**config.mk**
```make
export PLATFORM = sky130hd
export DESIGN_NAME = polygon_vertex_convexity
export DESIGN_NICKNAME = d
export VERILOG_FILES = /design/src/sv/pvc_pkg.sv /design/src/sv/polygon_vertex_convexity.sv /design/src/sv/pvc_ram.sv /design/src/sv/pvc_ctrl.sv /design/src/sv/pvc_datapath.sv
export VERILOG_INCLUDE_DIRS = /design/src /design/src/sv
export SDC_FILE = /design/constraint.sdc
export NUM_CORES = 2
export LEC_CHECK = 0
export BUFFER_PORTS_ARGS = -buffer_cell sky130_fd_sc_hd__buf_2
export CORE_ASPECT_RATIO = 1.25
export CORE_MARGIN = 2
export CORE_UTILIZATION = 60
export CTS_CLUSTER_SIZE = 25
export DETAILED_ROUTE_END_ITERATION = 10
export GPL_TIMING_DRIVEN = 0
export PLACE_DENSITY = 0.77
export SETUP_SLACK_MARGIN = 0.4
export SLEW_MARGIN = 5
export SYNTH_ARGS = -nofsm -noshare
export SYNTH_HDL_FRONTEND = slang
export SYNTH_SLANG_ARGS = --single-unit
```
**constraint.sdc**
```tcl
create_clock -name clk_i -period 11.7 [get_ports clk_i]
set_input_delay 1.755 -clock clk_i [delete_from_list [all_inputs] [get_ports clk_i]]
set_output_delay 1.755 -clock clk_i [all_outputs]
set_load 0.03 [all_outputs]
```
**src/sv/polygon_vertex_convexity_macros.svh**
```systemverilog
// assertion macros for the polygon vertex convexity block
// expects clk_i and rst_ni in the scope of each use
`ifndef POLYGON_VERTEX_CONVEXITY_MACROS_SVH
`define POLYGON_VERTEX_CONVEXITY_MACROS_SVH

// consequent checked in the same cycle as the antecedent
`define PVC_ASSERT_NOW(lbl, ante, cons, msg) \
  lbl: assert property (@(posedge clk_i) disable iff (!rst_ni) (ante) |-> (cons)) \
    else $error(msg);

// consequent checked in the cycle after the antecedent
`define PVC_ASSERT_NEXT(lbl, ante, cons, msg) \
  lbl: assert property (@(posedge clk_i) disable iff (!rst_ni) (ante) |=> (cons)) \
    else $error(msg);

`endif

```
**src/sv/pvc_pkg.sv**
```systemverilog
// shared types and constants for the polygon vertex convexity block
// payload structs, datapath command and status structs; no dependencies
package pvc_pkg;

  localparam int MaxVerticesDef = 64;
  localparam int CoordBitsDef   = 16;
  localparam int FieldW         = 16;
  localparam int IndexW         = 6;

  typedef struct packed {
    logic signed [FieldW-1:0] vertex_x;
    logic signed [FieldW-1:0] vertex_y;
    logic                     last_vertex;
  } pvc_vertex_t;

  typedef struct packed {
    logic [IndexW-1:0] vertex_index;
    logic              vertex_convex;
    logic              polygon_ccw;
    logic              polygon_convex;
    logic              overflow;
    logic              last_result;
  } pvc_result_t;

  typedef enum logic [2:0] {
    MUL_NONE  = 3'd0,
    MUL_LOAD1 = 3'd1,
    MUL_LOAD2 = 3'd2,
    MUL_WRAP1 = 3'd3,
    MUL_WRAP2 = 3'd4,
    MUL_TURN1 = 3'd5,
    MUL_TURN2 = 3'd6
  } pvc_mul_sel_e;

  typedef enum logic [1:0] {
    ACC_HOLD = 2'd0,
    ACC_ADD  = 2'd1,
    ACC_SUB  = 2'd2
  } pvc_acc_op_e;

  typedef struct packed {
    pvc_mul_sel_e mul_sel;
    pvc_acc_op_e  acc_op;
    logic         load;
    logic         commit;
    logic         win_init;
    logic         win_fill;
    logic         rd_issue;
    logic         emit;
    logic         clear;
  } pvc_cmd_t;

  typedef struct packed {
    logic mark;
    logic last_index;
  } pvc_status_t;

endpackage

```
**src/sv/polygon_vertex_convexity.sv**
```systemverilog
// top level of the polygon vertex convexity classifier
// depends on pvc_pkg, pvc_ctrl, pvc_datapath and the assertion macro header
`include "polygon_vertex_convexity_macros.svh"

// Vertices of one polygon are loaded one transaction at a time with start while busy is
// low; each vertex is taken in S_IDLE and busy stays high through S_LM2 and S_LACC
// while the shared multiplier adds its shoelace terms. The vertex marked last_vertex is
// followed by S_WM1, S_WM2 and S_WACC for the closing term and S_PRE and S_PRE2 to prime
// the read window, then one result per pass through S_CM1, S_CM2 and S_EMIT (two
// multiplies on the single multiplier and the sign test), one per stored vertex in load
// order. Vertices beyond MAX_VERTICES are dropped and reported through overflow.
// result_valid_o is a single-cycle strobe and the receiver cannot stall: each result
// must be taken in the cycle it is shown.
module polygon_vertex_convexity #(
  parameter int MAX_VERTICES = pvc_pkg::MaxVerticesDef,
  parameter int COORD_BITS   = pvc_pkg::CoordBitsDef
) (
  input  logic                 clk_i,
  input  logic                 rst_ni,
  input  logic                 start,
  output logic                 busy,
  input  pvc_pkg::pvc_vertex_t vertex_i,
  output logic                 result_valid_o,
  output pvc_pkg::pvc_result_t result_o
);
  import pvc_pkg::*;

  pvc_cmd_t    cmd;
  pvc_status_t status;

  pvc_ctrl u_ctrl (
    .clk_i    (clk_i),
    .rst_ni   (rst_ni),
    .start    (start),
    .status_i (status),
    .busy     (busy),
    .cmd_o    (cmd)
  );

  pvc_datapath #(
    .MAX_VERTICES (MAX_VERTICES),
    .COORD_BITS   (COORD_BITS)
  ) u_datapath (
    .clk_i          (clk_i),
    .rst_ni         (rst_ni),
    .cmd_i          (cmd),
    .vertex_i       (vertex_i),
    .status_o       (status),
    .result_valid_o (result_valid_o),
    .result_o       (result_o)
  );

  `PVC_ASSERT_NOW(a_result_after_busy, result_valid_o, $past(busy), "result without work")
  `PVC_ASSERT_NEXT(a_accept_sets_busy, start && !busy, busy, "accepted vertex not held")
  `PVC_ASSERT_NEXT(a_last_ends_burst, result_valid_o && result_o.last_result,
                   !result_valid_o, "results past the last one")
  `PVC_ASSERT_NOW(a_convex_only_last, result_valid_o && !result_o.last_result, !result_o.polygon_convex, "polygon_convex before last")

endmodule

```
**src/sv/pvc_ram.sv**
```systemverilog
// generic single write port ram with one registered read port
// no dependencies
module pvc_ram #(
  parameter int WIDTH = 16,
  parameter int DEPTH = 64,
  localparam int AddrW = $clog2(DEPTH)
) (
  input  logic             clk_i,
  input  logic             we_i,
  input  logic [AddrW-1:0] waddr_i,
  input  logic [WIDTH-1:0] wdata_i,
  input  logic             re_i,
  input  logic [AddrW-1:0] raddr_i,
  output logic [WIDTH-1:0] rdata_o
);

  logic [WIDTH-1:0] mem [DEPTH];
  logic [WIDTH-1:0] rdata_q;

  always_ff @(posedge clk_i) begin
    if (we_i) begin
      mem[waddr_i] <= wdata_i;
    end
    if (re_i) begin
      rdata_q <= mem[raddr_i];
    end
  end

  assign rdata_o = rdata_q;

endmodule

```
**src/sv/pvc_ctrl.sv**
```systemverilog
// sequencer for loading, shoelace sum and per-vertex classification
// depends on pvc_pkg
module pvc_ctrl (
  input  logic                clk_i,
  input  logic                rst_ni,
  input  logic                start,
  input  pvc_pkg::pvc_status_t status_i,
  output logic                busy,
  output pvc_pkg::pvc_cmd_t   cmd_o
);
  import pvc_pkg::*;

  typedef enum logic [10:0] {
    S_IDLE = 11'b000_0000_0001,
    S_LM2  = 11'b000_0000_0010,
    S_LACC = 11'b000_0000_0100,
    S_WM1  = 11'b000_0000_1000,
    S_WM2  = 11'b000_0001_0000,
    S_WACC = 11'b000_0010_0000,
    S_PRE  = 11'b000_0100_0000,
    S_PRE2 = 11'b000_1000_0000,
    S_CM1  = 11'b001_0000_0000,
    S_CM2  = 11'b010_0000_0000,
    S_EMIT = 11'b100_0000_0000
  } pvc_state_e;

  pvc_state_e state_q, state_d;

  always_comb begin
    state_d       = state_q;
    cmd_o         = '0;
    cmd_o.mul_sel = MUL_NONE;
    cmd_o.acc_op  = ACC_HOLD;
    case (state_q)
      S_IDLE: begin
        if (start) begin
          cmd_o.load    = 1'b1;
          cmd_o.mul_sel = MUL_LOAD1;
          state_d       = S_LM2;
        end
      end
      S_LM2: begin
        cmd_o.mul_sel = MUL_LOAD2;
        cmd_o.acc_op  = ACC_ADD;
        state_d       = S_LACC;
      end
      S_LACC: begin
        cmd_o.acc_op = ACC_SUB;
        cmd_o.commit = 1'b1;
        state_d      = status_i.mark ? S_WM1 : S_IDLE;
      end
      S_WM1: begin
        cmd_o.mul_sel = MUL_WRAP1;
        state_d       = S_WM2;
      end
      S_WM2: begin
        cmd_o.mul_sel = MUL_WRAP2;
        cmd_o.acc_op  = ACC_ADD;
        state_d       = S_WACC;
      end
      S_WACC: begin
        cmd_o.acc_op = ACC_SUB;
        state_d      = S_PRE;
      end
      S_PRE: begin
        cmd_o.win_init = 1'b1;
        cmd_o.rd_issue = 1'b1;
        state_d        = S_PRE2;
      end
      S_PRE2: begin
        cmd_o.win_fill = 1'b1;
        state_d        = S_CM1;
      end
      S_CM1: begin
        cmd_o.mul_sel  = MUL_TURN1;
        cmd_o.rd_issue = 1'b1;
        state_d        = S_CM2;
      end
      S_CM2: begin
        cmd_o.mul_sel = MUL_TURN2;
        state_d       = S_EMIT;
      end
      S_EMIT: begin
        cmd_o.emit = 1'b1;
        if (status_i.last_index) begin
          cmd_o.clear = 1'b1;
          state_d     = S_IDLE;
        end else begin
          state_d = S_CM1;
        end
      end
      default: begin
        state_d = S_IDLE;
      end
    endcase
  end

  always_ff @(posedge clk_i or negedge rst_ni) begin
    if (!rst_ni) begin
      state_q <= S_IDLE;
    end else begin
      state_q <= state_d;
    end
  end

  assign busy = (state_q != S_IDLE);

endmodule

```
**src/sv/pvc_datapath.sv**
```systemverilog
// vertex stores, shared multiplier, shoelace accumulator and turn test
// depends on pvc_pkg and pvc_ram
module pvc_datapath #(
  parameter int MAX_VERTICES = pvc_pkg::MaxVerticesDef,
  parameter int COORD_BITS   = pvc_pkg::CoordBitsDef
) (
  input  logic                 clk_i,
  input  logic                 rst_ni,
  input  pvc_pkg::pvc_cmd_t    cmd_i,
  input  pvc_pkg::pvc_vertex_t vertex_i,
  output pvc_pkg::pvc_status_t status_o,
  output logic                 result_valid_o,
  output pvc_pkg::pvc_result_t result_o
);
  import pvc_pkg::*;

  localparam int CB    = COORD_BITS;
  localparam int DW    = COORD_BITS + 1;
  localparam int IdxW  = $clog2(MAX_VERTICES);
  localparam int CntW  = $clog2(MAX_VERTICES + 1);
  localparam int LookW = CntW + 1;
  localparam int TurnW = (2 * COORD_BITS + 3 > 64) ? 64 : 2 * COORD_BITS + 3;
  localparam int AccFull = 2 * COORD_BITS + $clog2(MAX_VERTICES) + 2;
  localparam int AccW  = (AccFull > 64) ? 64 : AccFull;

  logic signed [CB-1:0] coord_x, coord_y;
  logic signed [CB-1:0] in_x_q, in_y_q, v0_x_q, v0_y_q, vl_x_q, vl_y_q;
  logic signed [CB-1:0] p_x_q, p_y_q, c_x_q, c_y_q, q_x_q, q_y_q;
  logic [CB-1:0]        rd_x, rd_y;
  logic [CntW-1:0]      cnt_q, cnt_d;
  logic [IdxW-1:0]      idx_q;
  logic signed [AccW-1:0]  acc_q, acc_d, acc_term;
  logic signed [TurnW-1:0] prod_q, first_q, turn;
  logic signed [DW-1:0]    ax, ay, bx, by, mul_a, mul_b;
  logic signed [2*DW-1:0]  mul_p;
  logic                 stored_now, term_en_now, stored_q, term_en_q, mark_q;
  logic                 mul_zero, reflex_q, ovf_q, ccw_q, valid_q, convex_now, last_index;
  logic [LookW-1:0]     look2, rd_addr;
  logic                 look_ok, rd_ok;
  pvc_result_t          res_q;

  assign coord_x = CB'($signed(vertex_i.vertex_x));
  assign coord_y = CB'($signed(vertex_i.vertex_y));

  assign stored_now  = cnt_q < CntW'(MAX_VERTICES);
  assign term_en_now = stored_now && (cnt_q != '0);

  assign ax = DW'(c_x_q) - DW'(p_x_q);
  assign ay = DW'(c_y_q) - DW'(p_y_q);
  assign bx = DW'(q_x_q) - DW'(c_x_q);
  assign by = DW'(q_y_q) - DW'(c_y_q);

  always_comb begin
    mul_a = '0;
    mul_b = '0;
    case (cmd_i.mul_sel)
      MUL_LOAD1: begin
        mul_a = DW'(vl_x_q);
        mul_b = DW'(coord_y);
      end
      MUL_LOAD2: begin
        mul_a = DW'(in_x_q);
        mul_b = DW'(vl_y_q);
      end
      MUL_WRAP1: begin
        mul_a = DW'(vl_x_q);
        mul_b = DW'(v0_y_q);
      end
      MUL_WRAP2: begin
        mul_a = DW'(v0_x_q);
        mul_b = DW'(vl_y_q);
      end
      MUL_TURN1: begin
        mul_a = ax;
        mul_b = by;
      end
      MUL_TURN2: begin
        mul_a = ay;
        mul_b = bx;
      end
      default: begin
        mul_a = '0;
        mul_b = '0;
      end
    endcase
  end

  assign mul_p    = mul_a * mul_b;
  assign mul_zero = ((cmd_i.mul_sel == MUL_LOAD1) && !term_en_now) ||
                    ((cmd_i.mul_sel == MUL_LOAD2) && !term_en_q);

  assign acc_term = AccW'(prod_q);
  always_comb begin
    case (cmd_i.acc_op)
      ACC_ADD: acc_d = acc_q + acc_term;
      ACC_SUB: acc_d = acc_q - acc_term;
      default: acc_d = acc_q;
    endcase
  end

  assign cnt_d = cnt_q + CntW'(1);

  // classification window lookahead
  assign look2   = LookW'(idx_q) + LookW'(2);
  assign look_ok = look2 < LookW'(cnt_q);
  assign rd_addr = cmd_i.win_init ? LookW'(1) : look2;
  assign rd_ok   = rd_addr < LookW'(cnt_q);

  pvc_ram #(.WIDTH(CB), .DEPTH(MAX_VERTICES)) u_x_store (
    .clk_i   (clk_i),
    .we_i    (cmd_i.load && stored_now),
    .waddr_i (cnt_q[IdxW-1:0]),
    .wdata_i (coord_x),
    .re_i    (cmd_i.rd_issue && rd_ok),
    .raddr_i (rd_addr[IdxW-1:0]),
    .rdata_o (rd_x)
  );

  pvc_ram #(.WIDTH(CB), .DEPTH(MAX_VERTICES)) u_y_store (
    .clk_i   (clk_i),
    .we_i    (cmd_i.load && stored_now),
    .waddr_i (cnt_q[IdxW-1:0]),
    .wdata_i (coord_y),
    .re_i    (cmd_i.rd_issue && rd_ok),
    .raddr_i (rd_addr[IdxW-1:0]),
    .rdata_o (rd_y)
  );

  assign turn       = first_q - prod_q;
  assign convex_now = (turn == '0) || (ccw_q ? !turn[TurnW-1] : turn[TurnW-1]);
  assign last_index = (CntW'(idx_q) == (cnt_q - CntW'(1)));

  always_ff @(posedge clk_i or negedge rst_ni) begin
    if (!rst_ni) begin
      cnt_q    <= '0;
      acc_q    <= '0;
      reflex_q <= 1'b0;
      ovf_q    <= 1'b0;
      mark_q   <= 1'b0;
      valid_q  <= 1'b0;
    end else begin
      valid_q <= cmd_i.emit;
      acc_q   <= acc_d;
      if (cmd_i.load) begin
        mark_q <= vertex_i.last_vertex;
        if (stored_now) begin
          cnt_q <= cnt_d;
        end else begin
          ovf_q <= 1'b1;
        end
      end
      if (cmd_i.emit && !convex_now) begin
        reflex_q <= 1'b1;
      end
      if (cmd_i.clear) begin
        cnt_q    <= '0;
        acc_q    <= '0;
        reflex_q <= 1'b0;
        ovf_q    <= 1'b0;
      end
    end
  end

  always_ff @(posedge clk_i) begin
    if (cmd_i.mul_sel != MUL_NONE) begin
      prod_q <= mul_zero ? '0 : TurnW'(mul_p);
    end
    if (cmd_i.mul_sel == MUL_TURN2) begin
      first_q <= prod_q;
    end
    if (cmd_i.load) begin
      in_x_q    <= coord_x;
      in_y_q    <= coord_y;
      stored_q  <= stored_now;
      term_en_q <= term_en_now;
    end
    if (cmd_i.commit && stored_q) begin
      vl_x_q <= in_x_q;
      vl_y_q <= in_y_q;
      if (cnt_q == CntW'(1)) begin
        v0_x_q <= in_x_q;
        v0_y_q <= in_y_q;
      end
    end
    if (cmd_i.win_init) begin
      p_x_q <= vl_x_q;
      p_y_q <= vl_y_q;
      c_x_q <= v0_x_q;
      c_y_q <= v0_y_q;
      idx_q <= '0;
      ccw_q <= !acc_q[AccW-1] && (acc_q != '0);
    end
    if (cmd_i.win_fill) begin
      q_x_q <= (cnt_q > CntW'(1)) ? $signed(rd_x) : v0_x_q;
      q_y_q <= (cnt_q > CntW'(1)) ? $signed(rd_y) : v0_y_q;
    end
    if (cmd_i.emit) begin
      p_x_q <= c_x_q;
      p_y_q <= c_y_q;
      c_x_q <= q_x_q;
      c_y_q <= q_y_q;
      q_x_q <= look_ok ? $signed(rd_x) : v0_x_q;
      q_y_q <= look_ok ? $signed(rd_y) : v0_y_q;
      idx_q <= idx_q + IdxW'(1);
      res_q.vertex_index   <= IndexW'(idx_q);
      res_q.vertex_convex  <= convex_now;
      res_q.polygon_ccw    <= ccw_q;
      res_q.polygon_convex <= last_index && !reflex_q && convex_now;
      res_q.overflow       <= ovf_q;
      res_q.last_result    <= last_index;
    end
  end

  assign status_o.mark       = mark_q;
  assign status_o.last_index = last_index;
  assign result_valid_o      = valid_q;
  assign result_o            = res_q;

endmodule
```
==> results_dict.tcl <==
set metrics [dict create \
    outcome "finished, final reports clean" \
    cts_num_sinks 2422 \
    max_slew.worst_pin.slew_ps 1360 \
    fin_ws_ps 510 \
    antenna_found_initial 10 \
    p_sw_mw 7.17 \
    die_h_um 489 \
    grt.met3_usage_pct 7.27 \
    synthCells 8921 \
    cp_common_cell "fa_1" \
    p_sw_share_pct 31.3 \
    hp-class "reg2reg" \
    ir_drop_mv 0.217 \
    firstDrtPassIters 7 \
    dpl.hpwl_mm 246 \
    vias 78359 \
    total_power_mw 22.9 \
    synth_top_area_share_pct 62.6 \
    final_area_um2 126000 \
    dpl-instance-area_um2 119000 \
    slew_headroom_pct 8.49 \
    die_x_um 392 \
    area_growth_pct 11.8 \
    grt_usage_pct 36.4 \
    crit_slowest_cell "fa_1" \
    synth.distinct_cells 108 \
    place_congestion 1.02 \
    ant_nets 0 \
    synthArstFlopShare_pct 2.56 \
    hp-start "u_datapath.in_y_q[7]" \
    path_clk_slew_ps 70 \
    use_met1_pct 41.4 \
    register_area_um2 72400 \
    p_per_area_nw_per_um2 181 \
    tns_ps 0 \
    grt_remaining_overflow 0 \
    p_leak_nw 44.9 \
    cp_top_family "adder cells" \
    rows 178 \
    path_class "reg2reg" \
    syn_avg_cell_area_um2 12.7 \
    via_per_inst 6.53 \
    synthTopCellsByArea "edfxtp_1 63%, fa_1 5.3%, nand2_1 4.7%, ha_1 2.7%, o21ai_0 1.6%" \
    portBuffers 48 \
    synth-edff-count 2360 \
    drc 0 \
    max_freq_mhz 89.4 \
    multi_input_area_um2 37400 \
    drt-initial-drc-count 10243 \
    grt_setup_unrepaired "no" \
    syn-cell-area_um2 113000 \
    setup_viol 0 \
    coreArea_um2 188000 \
    io_pins 49 \
    worstSetupStartpointType "register" \
    numCtsBuffers 216 \
    initial_core_util_pct 60.3 \
    syn_nets 9500 \
    cp-end-kind "register" \
    p_comb_share_pct 24.9 \
    use_met2_pct 59.0 \
    yosys.area.top_type "edfxtp_1" \
    synth_common_cells "2360 x edfxtp_1, 1431 x nand2_1, 461 x inv_1, 405 x nor2_1, 369 x o21ai_0" \
    min_period_over_period_pct 95.6 \
    critical-path-max-stage-delay_ps 720 \
    drive_gt1_share_pct 7.70 \
    busiest_layer "met2" \
    grt_pass1_wl_mm 504 \
    crit_path_start "u_ctrl.state_q[9]" \
    p_int_mw 15.7 \
    dp_slack_ps 56.6 \
    cts_root_buf "clkbuf_16" \
    ys_ff_latch 2422 \
    post-route-util_pct 67.3 \
    rr_startpoint "u_ctrl.state_q[9]" \
    hold_viol_final 0 \
    synth_flop_cell "edfxtp_1" \
    clk_latency_ps 900 \
    fin_crit_ps 11190 \
    finalClockSkew_ps 54.5 \
    yosysMostFrequentCell "edfxtp_1" \
    wl_per_cell_um 29.2 \
    cp.arrival_ps 11790 \
    clkPwrFrac_pct 31.4 \
    max-cap-violations 0 \
    seq_area_frac_synth_pct 64.0 \
    grt_max_degree 67 \
    cp_max_fo 10 \
    htreeDepth 4 \
    worst-path-buf-inv 7 \
    worst_ep_required_time_ps 12300 \
    cts_tree "done" \
    clock_tree.buffer_depth 3 \
    die_area_um2 192000 \
    yosysWarnings 0 \
    drt_wl_total_mm 350 \
    slew_violations 0 \
    n_fill_cell 12978 \
    sequentialPowerShare_pct 43.7 \
    fin_nets 9865 \
    grt_pass1_vias 78149 \
]
==> through the flow <==
| step | hold WS [ps] | std cells |
|---|---|---|
| 2_1_floorplan | 421 | 8921 |
| 3_3_place_gp | 423 | 11489 |
| 3_5_place_dp | 437 | 11584 |
| 4_1_cts | 427 | 11984 |
| 5_1_grt | 457 | 11991 |
| 6_report | 440 | 11997 |
==> power by group through the flow <==
stage	sequential, mW	clock (mW)	combinational [mW]
after floorplan	10.1	0	3.66
after global placement	10.2	0	5.37
after detailed placement	10.2	0	5.52
after CTS	10.0	7.18	5.56
after global routing	10.0	7.50	6.19
final	10.0	7.19	5.70
==> cell usage in the layout (no fill, tap or decap), types with 53 or more instances in the layout <==
cell	synthesis	layout
nor2_1	405	339
nor3_1	55	53
nand3_1	353	353
o21ai_0	369	369
a21oi_1	278	274
clkinv_1	2	57
and3_1	160	158
nand2_1	1431	1430
nor2_4	0	63
a311oi_1	133	133
clkbuf_1	349	390
a211oi_1	148	146
a22oi_1	143	143
mux2i_1	145	145
fa_1	301	301
dfrtp_1	61	61
o21ai_1	79	79
inv_1	461	461
o22ai_1	276	276
xor2_1	53	53
buf_2	121	136
clkbuf_16	0	217
ha_1	242	242
xnor2_1	108	108
edfxtp_1	2360	2360
buf_12	0	53
a31oi_1	151	150
and2_1	155	154
==> routing by layer <==
layer	wire length, um	vias to the layer above
met5	139	-
met1	116000	38516
met4	35800	12
met2	166000	4922
li1	-	33619
met3	32800	1290
==> flip-flops by register name, summed over array words and instances (netlist names), 34 cells and up <==
signal	flops
u_datapath.u_x_store.mem	1024
u_datapath.u_y_store.mem	1024
u_datapath.acc_q	40
u_datapath.first_q	34
u_datapath.prod_q	34
==> layout make-up <==
class                           instances  area share [%]
Antenna cell                            9          0.0178
Sequential cell                      2422            57.3
Inverter                              472            1.40
Clock inverter                        135            1.16
Tap cell                             2520            2.49
Multi-Input combinational cell       5526            29.6
Clock buffer                          265            4.45
Buffer                                501            1.63
Timing Repair Buffer                  147            1.96
==> cells by family (layout without fill, tap and decap cells) <==
kind of cell             count (synthesis)  in the layout  share of synthesized area [%]
AND/OR/NAND/NOR                       2805           2805                           11.1
flip-flops                            2422           2422                           64.0
AO/OA/AOI/OAI                         1836           1836                           10.6
buffers and inverters                  973           1520                           3.37
adder cells (fa/ha/maj)                543            543                           8.00
multiplexers                           181            181                           1.65
XOR/XNOR                               161            161                           1.25
other                                    0              9                              0
==> final timing paths <==
| kind | to | slack [ps] | cells after the start |
|---|---|---|---|
| min in group asynchronous | u_datapath.result_valid_o | 650 | 1 |
| min reg2reg | u_datapath.v0_y_q[7] | 440 | 0 |
| min | u_datapath.v0_y_q[7] | 440 | 0 |
| max reg2reg | u_datapath.prod_q[33] | 510 | 30 |
| max in group asynchronous | u_datapath.acc_q[6] | 10420 | 2 |
| max | u_datapath.prod_q[33] | 510 | 30 |
==> repair_timing <==
action,in CTS,in global routing
pin swaps,0,1
resized for setup,1,11
setup buffers,0,4
hold buffers,0,0
hold endpoints to repair,0,0
setup endpoints to repair,3,6
cloned,0,0
Note: power is estimated with default switching activity, not from simulation.
